[src/sv/cdl_pkg.sv]
// ----------------------------------------------------------------------------
// cdl_pkg
// Shared codes and constants for the configuration directive lexer.
// ----------------------------------------------------------------------------
package cdl_pkg;

    localparam int LINE_BITS_DEFAULT = 20;
    localparam int TOKEN_BITS        = 13;
    localparam logic [TOKEN_BITS-1:0] MAX_TOKEN_RESET = 13'd4096;

    typedef enum logic [2:0] {
        KIND_CHAR  = 3'd0,
        KIND_WORD  = 3'd1,
        KIND_SEMI  = 3'd2,
        KIND_OPEN  = 3'd3,
        KIND_CLOSE = 3'd4,
        KIND_DONE  = 3'd5,
        KIND_ERROR = 3'd6
    } kind_t;

    typedef enum logic [2:0] {
        ERR_AFTER_QUOTE = 3'd0,
        ERR_EMPTY_STMT  = 3'd1,
        ERR_CLOSE_STMT  = 3'd2,
        ERR_UNEXP_END   = 3'd3,
        ERR_TOO_LONG    = 3'd4
    } err_t;

    localparam logic [7:0] CH_TAB    = 8'h09;
    localparam logic [7:0] CH_LF     = 8'h0a;
    localparam logic [7:0] CH_CR     = 8'h0d;
    localparam logic [7:0] CH_SPACE  = 8'h20;
    localparam logic [7:0] CH_DQUOTE = 8'h22;
    localparam logic [7:0] CH_HASH   = 8'h23;
    localparam logic [7:0] CH_DOLLAR = 8'h24;
    localparam logic [7:0] CH_SQUOTE = 8'h27;
    localparam logic [7:0] CH_RPAREN = 8'h29;
    localparam logic [7:0] CH_SEMI   = 8'h3b;
    localparam logic [7:0] CH_BSLASH = 8'h5c;
    localparam logic [7:0] CH_LOW_N  = 8'h6e;
    localparam logic [7:0] CH_LOW_R  = 8'h72;
    localparam logic [7:0] CH_LOW_T  = 8'h74;
    localparam logic [7:0] CH_LBRACE = 8'h7b;
    localparam logic [7:0] CH_RBRACE = 8'h7d;

endpackage

[src/sv/config_directive_lexer.sv]
// ----------------------------------------------------------------------------
// config_directive_lexer
// Byte-stream tokenizer for brace/semicolon configuration text: emits word
// characters, word ends, statement ends, block closes, end of input and errors.
// ----------------------------------------------------------------------------
//  channel  dir  payload
//  s_*      in   tdata: byte_value; tuser: end_of_input
//  m_*      out  tdata: char_value, error_code, line_number; tuser: kind;
//                tlast: last_of_run
//  cfg_*    in   cfg_data: max_token_len
//
//  one input beat per cycle while s_tready is high; each beat makes
//  zero, one or two result beats; the lexer state updates in the accept
//  cycle; results land in a 4-entry queue read straight onto the m_* port
//  s_tready is high while the queue has room for two results, so a stalled
//  sink holds back input once three or more result beats are queued
//  reset puts the lexer at word start, line 1, limit 4096, queue empty
// ----------------------------------------------------------------------------
module config_directive_lexer #(
    parameter  int LINE_BITS = cdl_pkg::LINE_BITS_DEFAULT,
    localparam int TDATA_W   = ((11 + LINE_BITS + 7) / 8) * 8
) (
    input  logic                           clk,
    input  logic                           rst_n,
    input  logic                           s_tvalid,
    output logic                           s_tready,
    input  logic [7:0]                     s_tdata,   // [7:0] byte_value
    input  logic                           s_tuser,   // [0] end_of_input
    output logic                           m_tvalid,
    input  logic                           m_tready,
    output logic [TDATA_W-1:0]             m_tdata,   // [7:0] char_value,
                                                      // [10:8] error_code,
                                                      // then line_number
    output logic [2:0]                     m_tuser,   // [2:0] kind
    output logic                           m_tlast,
    input  logic                           cfg_valid,
    output logic                           cfg_ready,
    input  logic [cdl_pkg::TOKEN_BITS-1:0] cfg_data
);
    import cdl_pkg::*;

    // lexer state
    logic                  ws_reg, ws_next;
    logic                  acq_reg, acq_next;
    logic                  cmt_reg, cmt_next;
    logic                  esc_reg, esc_next;
    logic                  dq_reg, dq_next;
    logic                  sq_reg, sq_next;
    logic                  dol_reg, dol_next;
    logic                  shw_reg, shw_next;
    logic [TOKEN_BITS-1:0] tok_reg, tok_next;
    logic [LINE_BITS-1:0]  line_reg, line_next;
    logic [TOKEN_BITS-1:0] max_len_reg;

    // results of the current beat
    logic [2:0] e_kind [2];
    logic [7:0] e_char [2];
    logic [2:0] e_err  [2];
    logic [1:0] e_n;

    logic [7:0] c;
    logic       eoi;
    logic       in_accept;
    logic       out_accept;
    logic       nl;
    logic       space;
    logic       too_long;
    logic       go_start;
    logic       proceed;
    logic       word_start;
    logic [7:0] quote_ch;

    assign c          = s_tdata;
    assign eoi        = s_tuser;
    assign in_accept  = s_tvalid && s_tready;
    assign out_accept = m_tvalid && m_tready;
    assign cfg_ready  = 1'b1;

    assign nl       = !eoi && (c == CH_LF);
    assign space    = (c == CH_SPACE) || (c == CH_TAB) || (c == CH_CR) || (c == CH_LF);
    assign too_long = tok_reg >= max_len_reg;
    assign quote_ch = dq_reg ? CH_DQUOTE : CH_SQUOTE;

    always_comb
    begin
        ws_next   = ws_reg;
        acq_next  = acq_reg;
        cmt_next  = cmt_reg;
        esc_next  = esc_reg;
        dq_next   = dq_reg;
        sq_next   = sq_reg;
        dol_next  = dol_reg;
        shw_next  = shw_reg;
        tok_next  = tok_reg;
        line_next = line_reg;
        go_start  = 1'b0;
        proceed   = 1'b0;
        word_start = ws_reg;
        e_n       = 2'd0;
        for (int i = 0; i < 2; i++)
        begin
            e_kind[i] = KIND_CHAR;
            e_char[i] = 8'd0;
            e_err[i]  = ERR_AFTER_QUOTE;
        end

        if (eoi)
        begin
            go_start = 1'b1;
            if (!ws_reg || acq_reg || shw_reg)
            begin
                e_kind[0] = KIND_ERROR;
                e_err[0]  = ERR_UNEXP_END;
            end
            else
            begin
                e_kind[0] = KIND_DONE;
            end
            e_n = 2'd1;
        end
        else
        begin
            if (nl)
            begin
                cmt_next = 1'b0;
                if (line_reg != {LINE_BITS{1'b1}})
                    line_next = line_reg + 1'b1;
            end

            if (cmt_reg && !nl)
            begin
                // comment swallows the byte
            end
            else if (esc_reg)
            begin
                esc_next = 1'b0;
                if (too_long)
                begin
                    go_start  = 1'b1;
                    e_kind[0] = KIND_ERROR;
                    e_err[0]  = ERR_TOO_LONG;
                    e_n       = 2'd1;
                end
                else
                begin
                    tok_next = tok_reg + 1'b1;
                    e_n      = 2'd1;
                    case (c)
                        CH_LOW_T: e_char[0] = CH_TAB;
                        CH_LOW_R: e_char[0] = CH_CR;
                        CH_LOW_N: e_char[0] = CH_LF;
                        CH_DQUOTE, CH_SQUOTE, CH_BSLASH: e_char[0] = c;
                        default:
                        begin
                            // unknown escape keeps the backslash
                            e_char[0] = CH_BSLASH;
                            e_char[1] = c;
                            e_n       = 2'd2;
                        end
                    endcase
                end
            end
            else
            begin
                proceed = 1'b1;
                if (acq_reg)
                begin
                    proceed = 1'b0;
                    if (space)
                    begin
                        acq_next = 1'b0;
                        ws_next  = 1'b1;
                    end
                    else if (c == CH_SEMI || c == CH_LBRACE)
                    begin
                        go_start  = 1'b1;
                        e_kind[0] = (c == CH_SEMI) ? KIND_SEMI : KIND_OPEN;
                        e_n       = 2'd1;
                    end
                    else if (c != CH_RPAREN)
                    begin
                        go_start  = 1'b1;
                        e_kind[0] = KIND_ERROR;
                        e_err[0]  = ERR_AFTER_QUOTE;
                        e_n       = 2'd1;
                    end
                    else
                    begin
                        acq_next   = 1'b0;
                        proceed    = 1'b1;
                        word_start = 1'b1;
                    end
                end

                if (proceed && word_start)
                begin
                    if (space)
                    begin
                    end
                    else if (c == CH_SEMI || c == CH_LBRACE)
                    begin
                        go_start = 1'b1;
                        e_n      = 2'd1;
                        if (!shw_reg)
                        begin
                            e_kind[0] = KIND_ERROR;
                            e_err[0]  = ERR_EMPTY_STMT;
                        end
                        else
                        begin
                            e_kind[0] = (c == CH_SEMI) ? KIND_SEMI : KIND_OPEN;
                        end
                    end
                    else if (c == CH_RBRACE)
                    begin
                        go_start = 1'b1;
                        e_n      = 2'd1;
                        if (shw_reg)
                        begin
                            e_kind[0] = KIND_ERROR;
                            e_err[0]  = ERR_CLOSE_STMT;
                        end
                        else
                        begin
                            e_kind[0] = KIND_CLOSE;
                        end
                    end
                    else if (c == CH_HASH)
                    begin
                        cmt_next = 1'b1;
                    end
                    else if (max_len_reg == '0)
                    begin
                        // fresh word, count starts from zero
                        go_start  = 1'b1;
                        e_kind[0] = KIND_ERROR;
                        e_err[0]  = ERR_TOO_LONG;
                        e_n       = 2'd1;
                    end
                    else
                    begin
                        tok_next = {{(TOKEN_BITS-1){1'b0}}, 1'b1};
                        ws_next  = 1'b0;
                        if (c == CH_BSLASH)
                            esc_next = 1'b1;
                        else if (c == CH_DQUOTE)
                            dq_next = 1'b1;
                        else if (c == CH_SQUOTE)
                            sq_next = 1'b1;
                        else
                        begin
                            if (c == CH_DOLLAR)
                                dol_next = 1'b1;
                            e_char[0] = c;
                            e_n       = 2'd1;
                        end
                    end
                end
                else if (proceed)
                begin
                    // inside an open word
                    if (c == CH_LBRACE && dol_reg)
                    begin
                        if (too_long)
                        begin
                            go_start  = 1'b1;
                            e_kind[0] = KIND_ERROR;
                            e_err[0]  = ERR_TOO_LONG;
                        end
                        else
                        begin
                            tok_next  = tok_reg + 1'b1;
                            e_char[0] = c;
                        end
                        e_n = 2'd1;
                    end
                    else
                    begin
                        dol_next = 1'b0;
                        if ((dq_reg || sq_reg) && c == quote_ch)
                        begin
                            dq_next   = 1'b0;
                            sq_next   = 1'b0;
                            acq_next  = 1'b1;
                            shw_next  = 1'b1;
                            tok_next  = '0;
                            e_kind[0] = KIND_WORD;
                            e_n       = 2'd1;
                        end
                        else if (!dq_reg && !sq_reg && c != CH_BSLASH && c != CH_DOLLAR
                                 && (space || c == CH_SEMI || c == CH_LBRACE))
                        begin
                            shw_next  = 1'b1;
                            tok_next  = '0;
                            ws_next   = 1'b1;
                            e_kind[0] = KIND_WORD;
                            e_n       = 2'd1;
                            if (c == CH_SEMI || c == CH_LBRACE)
                            begin
                                go_start  = 1'b1;
                                e_kind[1] = (c == CH_SEMI) ? KIND_SEMI : KIND_OPEN;
                                e_n       = 2'd2;
                            end
                        end
                        else if (too_long)
                        begin
                            go_start  = 1'b1;
                            e_kind[0] = KIND_ERROR;
                            e_err[0]  = ERR_TOO_LONG;
                            e_n       = 2'd1;
                        end
                        else
                        begin
                            tok_next = tok_reg + 1'b1;
                            if (c == CH_BSLASH)
                                esc_next = 1'b1;
                            else
                            begin
                                if (c == CH_DOLLAR)
                                    dol_next = 1'b1;
                                e_char[0] = c;
                                e_n       = 2'd1;
                            end
                        end
                    end
                end
            end
        end

        if (go_start)
        begin
            ws_next  = 1'b1;
            acq_next = 1'b0;
            cmt_next = 1'b0;
            esc_next = 1'b0;
            dq_next  = 1'b0;
            sq_next  = 1'b0;
            dol_next = 1'b0;
            shw_next = 1'b0;
            tok_next = '0;
        end
    end

    always_ff @(posedge clk or negedge rst_n)
    begin
        if (!rst_n)
        begin
            ws_reg      <= 1'b1;
            acq_reg     <= 1'b0;
            cmt_reg     <= 1'b0;
            esc_reg     <= 1'b0;
            dq_reg      <= 1'b0;
            sq_reg      <= 1'b0;
            dol_reg     <= 1'b0;
            shw_reg     <= 1'b0;
            tok_reg     <= '0;
            line_reg    <= {{(LINE_BITS-1){1'b0}}, 1'b1};
            max_len_reg <= MAX_TOKEN_RESET;
        end
        else
        begin
            if (in_accept)
            begin
                ws_reg   <= ws_next;
                acq_reg  <= acq_next;
                cmt_reg  <= cmt_next;
                esc_reg  <= esc_next;
                dq_reg   <= dq_next;
                sq_reg   <= sq_next;
                dol_reg  <= dol_next;
                shw_reg  <= shw_next;
                tok_reg  <= tok_next;
                line_reg <= line_next;
            end
            if (cfg_valid && cfg_ready)
                max_len_reg <= cfg_data;
        end
    end

    // result queue
    logic [2:0]           q_kind [4];
    logic [7:0]           q_char [4];
    logic [2:0]           q_err  [4];
    logic [LINE_BITS-1:0] q_line [4];
    logic                 q_last [4];
    logic [1:0]           wr_ptr_reg, wr_ptr_next;
    logic [1:0]           rd_ptr_reg, rd_ptr_next;
    logic [2:0]           count_reg, count_next;
    logic [1:0]           push_n;
    logic [1:0]           wr_ptr_1;

    assign push_n   = in_accept ? e_n : 2'd0;
    assign wr_ptr_1 = wr_ptr_reg + 2'd1;
    assign s_tready = (count_reg <= 3'd2);
    assign m_tvalid = (count_reg != 3'd0);

    always_comb
    begin
        wr_ptr_next = wr_ptr_reg + push_n;
        rd_ptr_next = rd_ptr_reg + {1'b0, out_accept};
        count_next  = count_reg + {1'b0, push_n} - {2'b00, out_accept};
    end

    always_ff @(posedge clk)
    begin
        if (push_n != 2'd0)
        begin
            q_kind[wr_ptr_reg] <= e_kind[0];
            q_char[wr_ptr_reg] <= e_char[0];
            q_err[wr_ptr_reg]  <= e_err[0];
            q_line[wr_ptr_reg] <= line_next;
            q_last[wr_ptr_reg] <= (push_n == 2'd1);
        end
        if (push_n == 2'd2)
        begin
            q_kind[wr_ptr_1] <= e_kind[1];
            q_char[wr_ptr_1] <= e_char[1];
            q_err[wr_ptr_1]  <= e_err[1];
            q_line[wr_ptr_1] <= line_next;
            q_last[wr_ptr_1] <= 1'b1;
        end
    end

    always_ff @(posedge clk or negedge rst_n)
    begin
        if (!rst_n)
        begin
            wr_ptr_reg <= '0;
            rd_ptr_reg <= '0;
            count_reg  <= '0;
        end
        else
        begin
            wr_ptr_reg <= wr_ptr_next;
            rd_ptr_reg <= rd_ptr_next;
            count_reg  <= count_next;
        end
    end

    always_comb
    begin
        m_tdata                  = '0;
        m_tdata[7:0]             = q_char[rd_ptr_reg];
        m_tdata[10:8]            = q_err[rd_ptr_reg];
        m_tdata[11 +: LINE_BITS] = q_line[rd_ptr_reg];
        m_tuser                  = q_kind[rd_ptr_reg];
        m_tlast                  = q_last[rd_ptr_reg];
    end

    // checks
    a_queue_bound: assert property (@(posedge clk) disable iff (!rst_n)
        count_reg <= 3'd4)
        else $error("result queue overflow");

    a_eoi_restart: assert property (@(posedge clk) disable iff (!rst_n)
        (in_accept && eoi) |=> (ws_reg && !shw_reg && !acq_reg && tok_reg == '0))
        else $error("end of input did not return to start");

    a_one_quote: assert property (@(posedge clk) disable iff (!rst_n)
        !(dq_reg && sq_reg))
        else $error("both quote modes open");

    a_line_nonzero: assert property (@(posedge clk) disable iff (!rst_n)
        line_reg != '0)
        else $error("line count wrapped");

    a_escape_in_word: assert property (@(posedge clk) disable iff (!rst_n)
        esc_reg |-> !ws_reg)
        else $error("escape pending outside a word");

endmodule
[config.mk]
export PLATFORM = sky130hd
export DESIGN_NAME = config_directive_lexer
export DESIGN_NICKNAME = d
export VERILOG_FILES = /design/src/sv/cdl_pkg.sv /design/src/sv/config_directive_lexer.sv
export SDC_FILE = /design/constraint.sdc
export NUM_CORES = 1
export LEC_CHECK = 0
export BUFFER_PORTS_ARGS = -buffer_cell sky130_fd_sc_hd__buf_2
export CORE_MARGIN = 4
export CORE_UTILIZATION = 55
export CTS_CLUSTER_SIZE = 25
export DETAILED_ROUTE_END_ITERATION = 6
export PLACE_DENSITY = 0.73
export SKIP_CTS_REPAIR_TIMING = 1
export SYNTH_ARGS = -nofsm -noshare
export SYNTH_HDL_FRONTEND = slang
export SYNTH_SLANG_ARGS = --single-unit
[constraint.sdc]
create_clock -name clk -period 4.15 [get_ports clk]
set_input_delay 0.83 -clock clk [delete_from_list [all_inputs] [get_ports clk]]
set_output_delay 0.83 -clock clk [all_outputs]
set_load 0.05 [all_outputs]
* After elaboration in Yosys (flattened, before gate mapping)
Memories as Yosys holds them, arrays and structs flattened.
Index checks and enable logic that the tools add are counted.
** Operators by class
- Add/subtract/negate cells :: 7
- Equality and inequality tests :: 44
- $lt $le $gt $ge :: 2
- Reduce and logical (&&, ||, !) cells :: 43
- Muxes and demuxes :: 261
** Operators with widths (count)
- 13-bit two-way mux :: 15
- 1-bit two-way mux :: 152
- 8-bit two-way mux :: 19
- 3-bit two-way mux :: 39
- 20-bit two-way mux :: 3
- 2-bit two-way mux :: 27
- 8-bit by 6-bit equality test with 1-bit output (second input constant) :: 6
- 8-bit by 7-bit equality test with 1-bit output (second input constant) :: 6
- 16-bit two-way mux :: 3
- 8-bit one-hot mux with 4 select lines :: 1
- 15-bit AND reduction :: 2
- 3-bit != test (second input constant) :: 9
- 8-bit by 4-bit equality test with 1-bit output (second input constant) :: 3
- 20-bit by 1-bit adder with 20-bit output (second input constant) :: 1
- 20-bit != test (second input constant) :: 1
- 4-bit != test (second input constant) :: 5
- 8-bit by 6-bit != test with 1-bit output (second input constant) :: 2
- 14-bit AND reduction :: 1
- 13-bit by 1-bit adder with 13-bit output (second input constant) :: 1
- 13-bit >= comparator :: 1
- 13-bit zero test :: 1
- 6-bit two-way mux :: 2
- 3-bit nonzero test :: 4
- 1-bit logical AND :: 11
- other kinds (24) :: 42
** Word-level totals
- Bits in writable memories :: 140
- Output and inout port bits :: 39
- Input bits :: 27
- Memories kept :: 5
- Register bits after elaboration :: 61
** Memory list
- q_line :: words 4, bits a word 20, read ports 1, clocked after memory_dff 0, write ports 2, line config_directive_lexer.sv:384 : logic [LINE_BITS-1:0] q_line [4];
- q_char :: words 4, bits a word 8, read ports 1, clocked after memory_dff 0, write ports 2, line config_directive_lexer.sv:382 : logic [7:0] q_char [4];
- q_err :: words 4, bits a word 3, read ports 1, clocked after memory_dff 0, write ports 2, line config_directive_lexer.sv:383 : logic [2:0] q_err [4];
- q_kind :: words 4, bits a word 3, read ports 1, clocked after memory_dff 0, write ports 2, line config_directive_lexer.sv:381 : logic [2:0] q_kind [4];
- q_last :: words 4, bits a word 1, read ports 1, clocked after memory_dff 0, write ports 2, line config_directive_lexer.sv:385 : logic q_last [4];

* Depth between registers and ports, before layout
Gate-level depths: netlist (run 1).
- Depth after elaboration :: 22
- Depth in mapped cells :: 14
- Depth with buffers taken out :: 13

* Worst setup path before layout (run 1)
No wires, ideal clock.
- Kind :: register to register
- From :: register count_reg[1]
- To :: memory q_char[1][0], enable pin
- Stages on the path, launching flop included :: 9
- Arrival time :: 3558 ps
- Path buffers :: 1
- Slack :: 194 ps
- Data required time :: 3753 ps
- Cells stage by stage :: dfrtp_1 -> a21oi_1 -> nand2_1 -> a31oi_1 -> a32o_1 -> a31oi_1 -> o21a_1 -> buf_6 -> a211oi_4
** RTL lines
- start: declaration :: line config_directive_lexer.sv:388 : logic [2:0] count_reg, count_next;
- start signal: assignment :: line config_directive_lexer.sv:436 : count_reg <= count_next;
- end: declaration :: line config_directive_lexer.sv:382

* Final worst setup path (run 1)
- From :: register tok_reg[4]
- To :: register count_reg[2]
** Between the ends
- Cells in the longest elaborated chain, start to end :: 13
- Elaborated cells between the ends (all ways) :: 14
- Those cells by class :: add/sub: 2; order compare: 1; mux: 11
** Ends and longest elaborated chain
- start: declaration :: line config_directive_lexer.sv:51 : logic [TOKEN_BITS-1:0] tok_reg, tok_next;
- start signal: assignment :: line config_directive_lexer.sv:372 : tok_reg <= tok_next;
- 13-bit >= comparator (*) :: line config_directive_lexer.sv:81 : assign too_long = tok_reg >= max_len_reg;
- 2-bit two-way mux :: line config_directive_lexer.sv:305 : else if (too_long)
- 2-bit two-way mux :: line config_directive_lexer.sv:290 : else if (!dq_reg && !sq_reg && c != CH_BSLASH && c != CH_DOLLAR
- 2-bit two-way mux :: line config_directive_lexer.sv:280 : if ((dq_reg || sq_reg) && c == quote_ch)
- 2-bit two-way mux :: line config_directive_lexer.sv:262 : if (c == CH_LBRACE && dol_reg)
- 2-bit two-way mux :: line config_directive_lexer.sv:259 : else if (proceed)
- 2-bit two-way mux :: line config_directive_lexer.sv:195 : if (proceed && word_start)
- 2-bit two-way mux (*) :: line config_directive_lexer.sv:134 : else if (esc_reg)
- 2-bit two-way mux (*) :: line config_directive_lexer.sv:130 : if (cmt_reg && !nl)
- 2-bit two-way mux (*) :: line config_directive_lexer.sv:107 : if (eoi)
- 2-bit two-way mux (*) :: line config_directive_lexer.sv:392 : assign push_n = in_accept ? e_n : 2'd0;
- 3-bit by 2-bit adder with 3-bit output (*) :: line config_directive_lexer.sv:401 : count_next = count_reg + {1'b0, push_n} - {2'b00, out_accept};
- 3-bit by 1-bit subtractor with 3-bit output (*) :: line config_directive_lexer.sv:401
- named net count_next[2] :: line config_directive_lexer.sv:388
Mark *: on every way through the listed nets, which the timed path passes. The rest lies on a longest branch.
A chain may end at the register's enable or synchronous reset.

==> flow_summary.yaml, run 1 <==
synth:
  ys_seq_area_share_pct: 50.3
  synthDistinctLibCells: 112
  synth_area_sq_mm: 0.0110
  yosysWarningCount: 0
  synth_edf_count: 120
  ys.flop_type: "edfxtp_1"
  synth_top_area_share_pct: 32.7
  avgSynthCellArea_sq_um: 11.5
  synth_area_leaders: "edfxtp_1, dfrtp_1, mux4_2, dfxtp_1, nand2_1"
  synth_largest_area_cell: "edfxtp_1"
  synthArstFlopShare_pct: 30.3
  ys_seq_elements: 201
  syn_inst: 958
  synth_nets: 1006
route:
  drt-met1-wl_mm: 12.2
  vias: 8279
  drcViolationCount: 0
  met3WireLength_mm: 1.96
  met2_length_mm: 14.0
  viasPerCell: 6.32
  top_layer: "met4"
  ant_nets: 0
  drt_wl_total_mm: 28.7
  avgRoutedWirePerCell_microns: 21.9
  drtIter0Drc: 847
  drt_first_pass_iters: 5
floorplanning:
  die_y_microns: 149
  rows: 51
  initial_core_util_pct: 56.2
  core_area_sq_mm: 0.0196
  die_area_sq_mm: 0.0223
  io_pins: 66
  die_x_microns: 149
setup_path:
  r2r-start: "tok_reg[4]$_DFFE_PN0P_"
  crit_required_ps: 4530
  start_kind: "flop"
  endpoint: "count_reg[2]$_DFF_PN0_"
  rrSetupSlack_ps: 560
  r2r-end: "count_reg[2]$_DFF_PN0_"
  cp.arrival_ps: 3970
  crit_type: "reg -> reg"
  cp_max_fo: 11
  r2r_cells: 11
  crit_start: "tok_reg[4]$_DFFE_PN0P_"
  worstSetupEndpointType: "flop"
final_layout:
  final_cell_mix: "edfxtp_1, nand2_1, nor2_1"
  drive_above_1_share_pct: 22.6
  fin_util_pct: 64.0
  largest_register_ffs: 80
  area_growth_pct: 13.9
  final_common_cell: "edfxtp_1"
  n_antenna_cell: 0
  nets: 1078
  fillers: 1545
clock_tree:
  clk_latency_ps: 520
  path_clk_slew_ps: 50
  clk_path_buf_depth: 3
  cts.sinks: 201
  cts_root_buffer: "clkbuf_16"
  h-tree-depth: 1
  cts_tree: "yes"
  numCtsBuffers: 22
power:
  leakage_uw: 0.00488
  ir_drop_mv: 0.354
  power.density_mw_per_mm2: 627
timing:
  fin_setup_tns_ps: 0
  worstMarginPinSlew_ps: 888
  setup_viol: 0
  holdWs_ps: 379
  min_period_over_period_pct: 86.5
  final-max-slew-violation-count: 0
  fin_crit_ps: 3590
  finClkSkew_ps: 30.0
  slew_headroom_pct: 40.3
  hold_viol_final: 0
  clock.fmax_ghz: 0.279
  rsz0062_at_grt: "false"
global_routing:
  grt_pass1_vias: 7864
  grt-ovfl-total: 0
  grt_start_max_net_pins: 37
  antenna_found_initial: 1
  grt_pass1_wl_mm: 45.0
  track_usage_pct: 25.7
hold_path:
  min_path_type: "in -> async"
job:
  drv_cap: 0
status:
  status: "complete, no violations"
placement:
  port-buffer-count: 63
  dp_hpwl_mm: 20.1
  finalWeightedCongestion: 0.963
## logic make-up after synthesis
family | Yosys count | synth area share, %
flops | 201 | 50.3
xor+xnor | 40 | 3.18
simple gates | 310 | 15.3
compound gates | 246 | 16.6
buf+inv | 95 | 4.18
other cells | 2 | 0.0682
mux | 43 | 7.93
fa+ha+maj | 21 | 2.45
## cell usage after synthesis, drive strengths merged (12+ instances only)
library cell / count
a21oi: 42
a31oi: 20
and3: 12
buf: 27
clkbuf: 31
dfrtp: 58
dfxtp: 20
edfxtp: 120
ha: 20
inv: 36
mux4: 35
nand2: 90
nand3: 31
nand4: 12
nor2: 65
nor3: 24
o21ai: 61
o22ai: 14
xnor2: 16
xor2: 24
## report_power, final
group          leakage, uW  switching, uW  internal [uW]
clock             0.000401            801           1380
combinational      0.00241           1960            997
sequential         0.00207            257           2470
## metal layers
layer,vias to the layer above,track usage (%)
met5,-,0
met4,0,5.86
met3,43,3.03
met2,363,42.3
met1,4075,37.1
li1,3798,-
## critical path, stage by stage (launching register included)
cell and delay, ps:
dfrtp_1 480, ha_1 350, a21o_1 160, a221o_1 360
a2111oi_4 560, nor2_2 130, o32ai_4 410, inv_4 130
ha_1 300, inv_1 50, fa_1 420, xnor2_1 130
## cell type report
cell class                 count  area [sq um]  share of cell area (%)
timing repair buffer         106           701                    5.59
inverter                      37           144                    1.15
clock buffer                  26           586                    4.67
sequential                   201          5540                    44.1
multi-input combinational    662          5010                    40.0
clock inverter                14           231                    1.85
tap                          265           332                    2.64
## how the worst min path moves through the flow
stage | to | slack (ps) | cells after the start
2_1_floorplan | q_kind[2][2]$_SDFFE_PP0N_ | 430 | 2
3_3_place_gp | q_kind[0][2]$_SDFFE_PP0N_ | 440 | 2
3_5_place_dp | q_err[0][1]$_SDFFE_PP0N_ | 460 | 2
4_1_cts | rd_ptr_reg[1]$_DFF_PN0_ | 390 | 1
5_1_grt | count_reg[0]$_DFF_PN0_ | 430 | 1
6_report | count_reg[0]$_DFF_PN0_ | 380 | 1
## metrics by stage
stage,setup slack (ps),cells,power (uW),area (sq um)
after floorplan,194,958,4910,11000
after global placement,347,1271,5660,11700
after detailed placement,334,1271,5710,11700
after CTS,568,1311,7900,12500
after global routing,431,1311,8190,12500
final,559,1311,7870,12500
No activity file was read; power rests on OpenSTA's default activity.
==> run 2, diff against run 1 <==
--- a/config.mk
+++ b/config.mk
@@ -5,12 +5,14 @@
 export SDC_FILE = /design/constraint.sdc
 export NUM_CORES = 1
 export LEC_CHECK = 0
-export BUFFER_PORTS_ARGS = -buffer_cell sky130_fd_sc_hd__buf_2
+export ABC_CLOCK_PERIOD_IN_PS = 4150
 export CORE_MARGIN = 4
 export CORE_UTILIZATION = 55
+export CTS_BUF_LIST = sky130_fd_sc_hd__clkbuf_4 sky130_fd_sc_hd__clkbuf_8
 export CTS_CLUSTER_SIZE = 25
 export DETAILED_ROUTE_END_ITERATION = 6
-export PLACE_DENSITY = 0.73
+export DONT_BUFFER_PORTS = 1
+export PLACE_DENSITY = 0.7
 export SKIP_CTS_REPAIR_TIMING = 1
 export SYNTH_ARGS = -nofsm -noshare
 export SYNTH_HDL_FRONTEND = slang
==> flow_summary.yaml, run 2 (synthesis gave the netlist of run 1 again) <==
timing:
  fin_setup_tns_ps: 0
  fin_crit_ps: 3780
  finClkSkew_ps: 22.4
  clock.fmax_ghz: 0.265
  hold_viol_final: 0
  setup_viol: 0
  min_period_over_period_pct: 91.1
  rsz0062_at_grt: "false"
  fin_ws_ps: 371
  final-max-slew-violation-count: 0
  slew_headroom_pct: 30.1
  worstMarginPinSlew_ps: 1040
floorplanning:
  die_x_microns: 149
  initial_core_util_pct: 56.2
  die_y_microns: 149
  io_pins: 66
  rows: 51
  core_area_sq_mm: 0.0196
  die_area_sq_mm: 0.0223
route:
  drt_first_pass_iters: 5
  avgRoutedWirePerCell_microns: 21.9
  vias: 8067
  drcViolationCount: 0
  ant_nets: 0
  viasPerCell: 6.39
  drt_wl_total_mm: 27.7
  drtIter0Drc: 742
final_layout:
  final_common_cell: "edfxtp_1"
  largest_register_ffs: 80
  n_antenna_cell: 0
  final_cell_mix: "edfxtp_1, nand2_1, nor2_1"
  nets: 1020
  drive_above_1_share_pct: 18.9
  area_growth_pct: 9.69
hold_path:
  min_path_type: "in -> async"
placement:
  pre_cts_ws_ps: 384
  finalWeightedCongestion: 1.01
  dp_hpwl_mm: 19.2
  port-buffer-count: 0
setup_path:
  crit_type: "reg -> reg"
  cp_max_fo: 11
  cp.arrival_ps: 4190
  crit_required_ps: 4560
  worstSetupEndpointType: "flop"
  start_kind: "flop"
global_routing:
  grt_pass1_wl_mm: 43.4
  grt-ovfl-total: 0
  track_usage_pct: 24.8
  grt_pass1_vias: 7721
  grt_start_max_net_pins: 62
  antenna_found_initial: 0
status:
  status: "complete, no violations"
clock_tree:
  numCtsBuffers: 35
  cts_tree: "yes"
  h-tree-depth: 2
  cts_root_buffer: "clkbuf_8"
  clk_path_buf_depth: 3
  clk_latency_ps: 540
  cts.sinks: 201
  path_clk_slew_ps: 60
job:
  drv_cap: 0
power:
  ir_drop_mv: 0.378
  power.density_mw_per_mm2: 604
  leakage_uw: 0.00458
run 2: cell count changes in the layout (fill, tap and decap cells not counted), sizes merged:
| cell | delta |
|---|---|
| inv | +2 |
| buf | -71 |
| bufinv | -4 |
| clkinv | +1 |
| clkbuf | +24 |
run 2: through the flow:
| stage | cell area, sq um | std cells | power [uW] | util [%] | hold slack (ps) |
|---|---|---|---|---|---|
| 5_1_grt | 12100 | 1263 | 7660 | 61.6 | 115 |
| 4_1_cts | 12000 | 1262 | 7340 | 61.5 | -34.8 |
| 3_3_place_gp | 11300 | 1199 | 5410 | 57.8 | 448 |
| 6_report | 12100 | 1263 | 7300 | 61.6 | 145 |
| 3_5_place_dp | 11300 | 1199 | 5450 | 57.8 | 450 |
| 2_1_floorplan | 11000 | 958 | 4910 | - | 434 |
run 2: path summary, 6_finish.rpt:
kind / from / endpoint / slack, ps / cells past startpoint
min in group clk: cfg_valid / max_len_reg[12]$_DFFE_PN1P_ / 390 / 1
setup reg to reg: tok_reg[4]$_DFFE_PN0P_ / count_reg[2]$_DFF_PN0_ / 370 / 11
setup / recovery: tok_reg[4]$_DFFE_PN0P_ / count_reg[2]$_DFF_PN0_ / 370 / 11
hold reg to reg: q_kind[2][2]$_SDFFE_PP0N_ / q_kind[2][2]$_SDFFE_PP0N_ / 460 / 2
hold / removal: rst_n / ws_reg$_DFFE_PN1P_ / 150 / 0
max in group asynchronous: rst_n / max_len_reg[4]$_DFFE_PN0P_ / 3700 / 1
run 2: cell type report:
cell class,instances,area (sq um)
well taps,265,332
multi-input cells,662,5010
clock buffers,50,607
inverters,37,144
repair buffers,35,320
flip-flops and latches,201,5540
fillers,1600,7510
clock inverters,13,124
run 2: where the power goes:
group	leakage, uW	switching, uW	total (uW)	internal, uW
sequential	0.00207	247	2720	2470
clock	0.000391	802	1880	1080
combinational	0.00212	1860	2700	846
total	0.00458	2910	7300	4390
run 2: worst max-delay path, cell delays in order, from the launching register on:
cell	delay, ps
dfrtp_1	460
ha_1	340
a21o_1	160
a221o_1	360
a2111oi_4	530
nor2_2	130
o32ai_4	620
inv_4	150
ha_1	320
inv_1	50
fa_1	420
xnor2_1	130
run 2: metal layers:
| metal | global-route usage, % | part of all wire (%) | vias to the layer above |
|---|---|---|---|
| met5 | 0 | 0 | - |
| met4 | 6.77 | 2.3 | 0 |
| met3 | 4.75 | 7.5 | 53 |
| met2 | 40.3 | 48 | 338 |
| met1 | 34.7 | 43 | 3982 |
| li1 | - | - | 3694 |
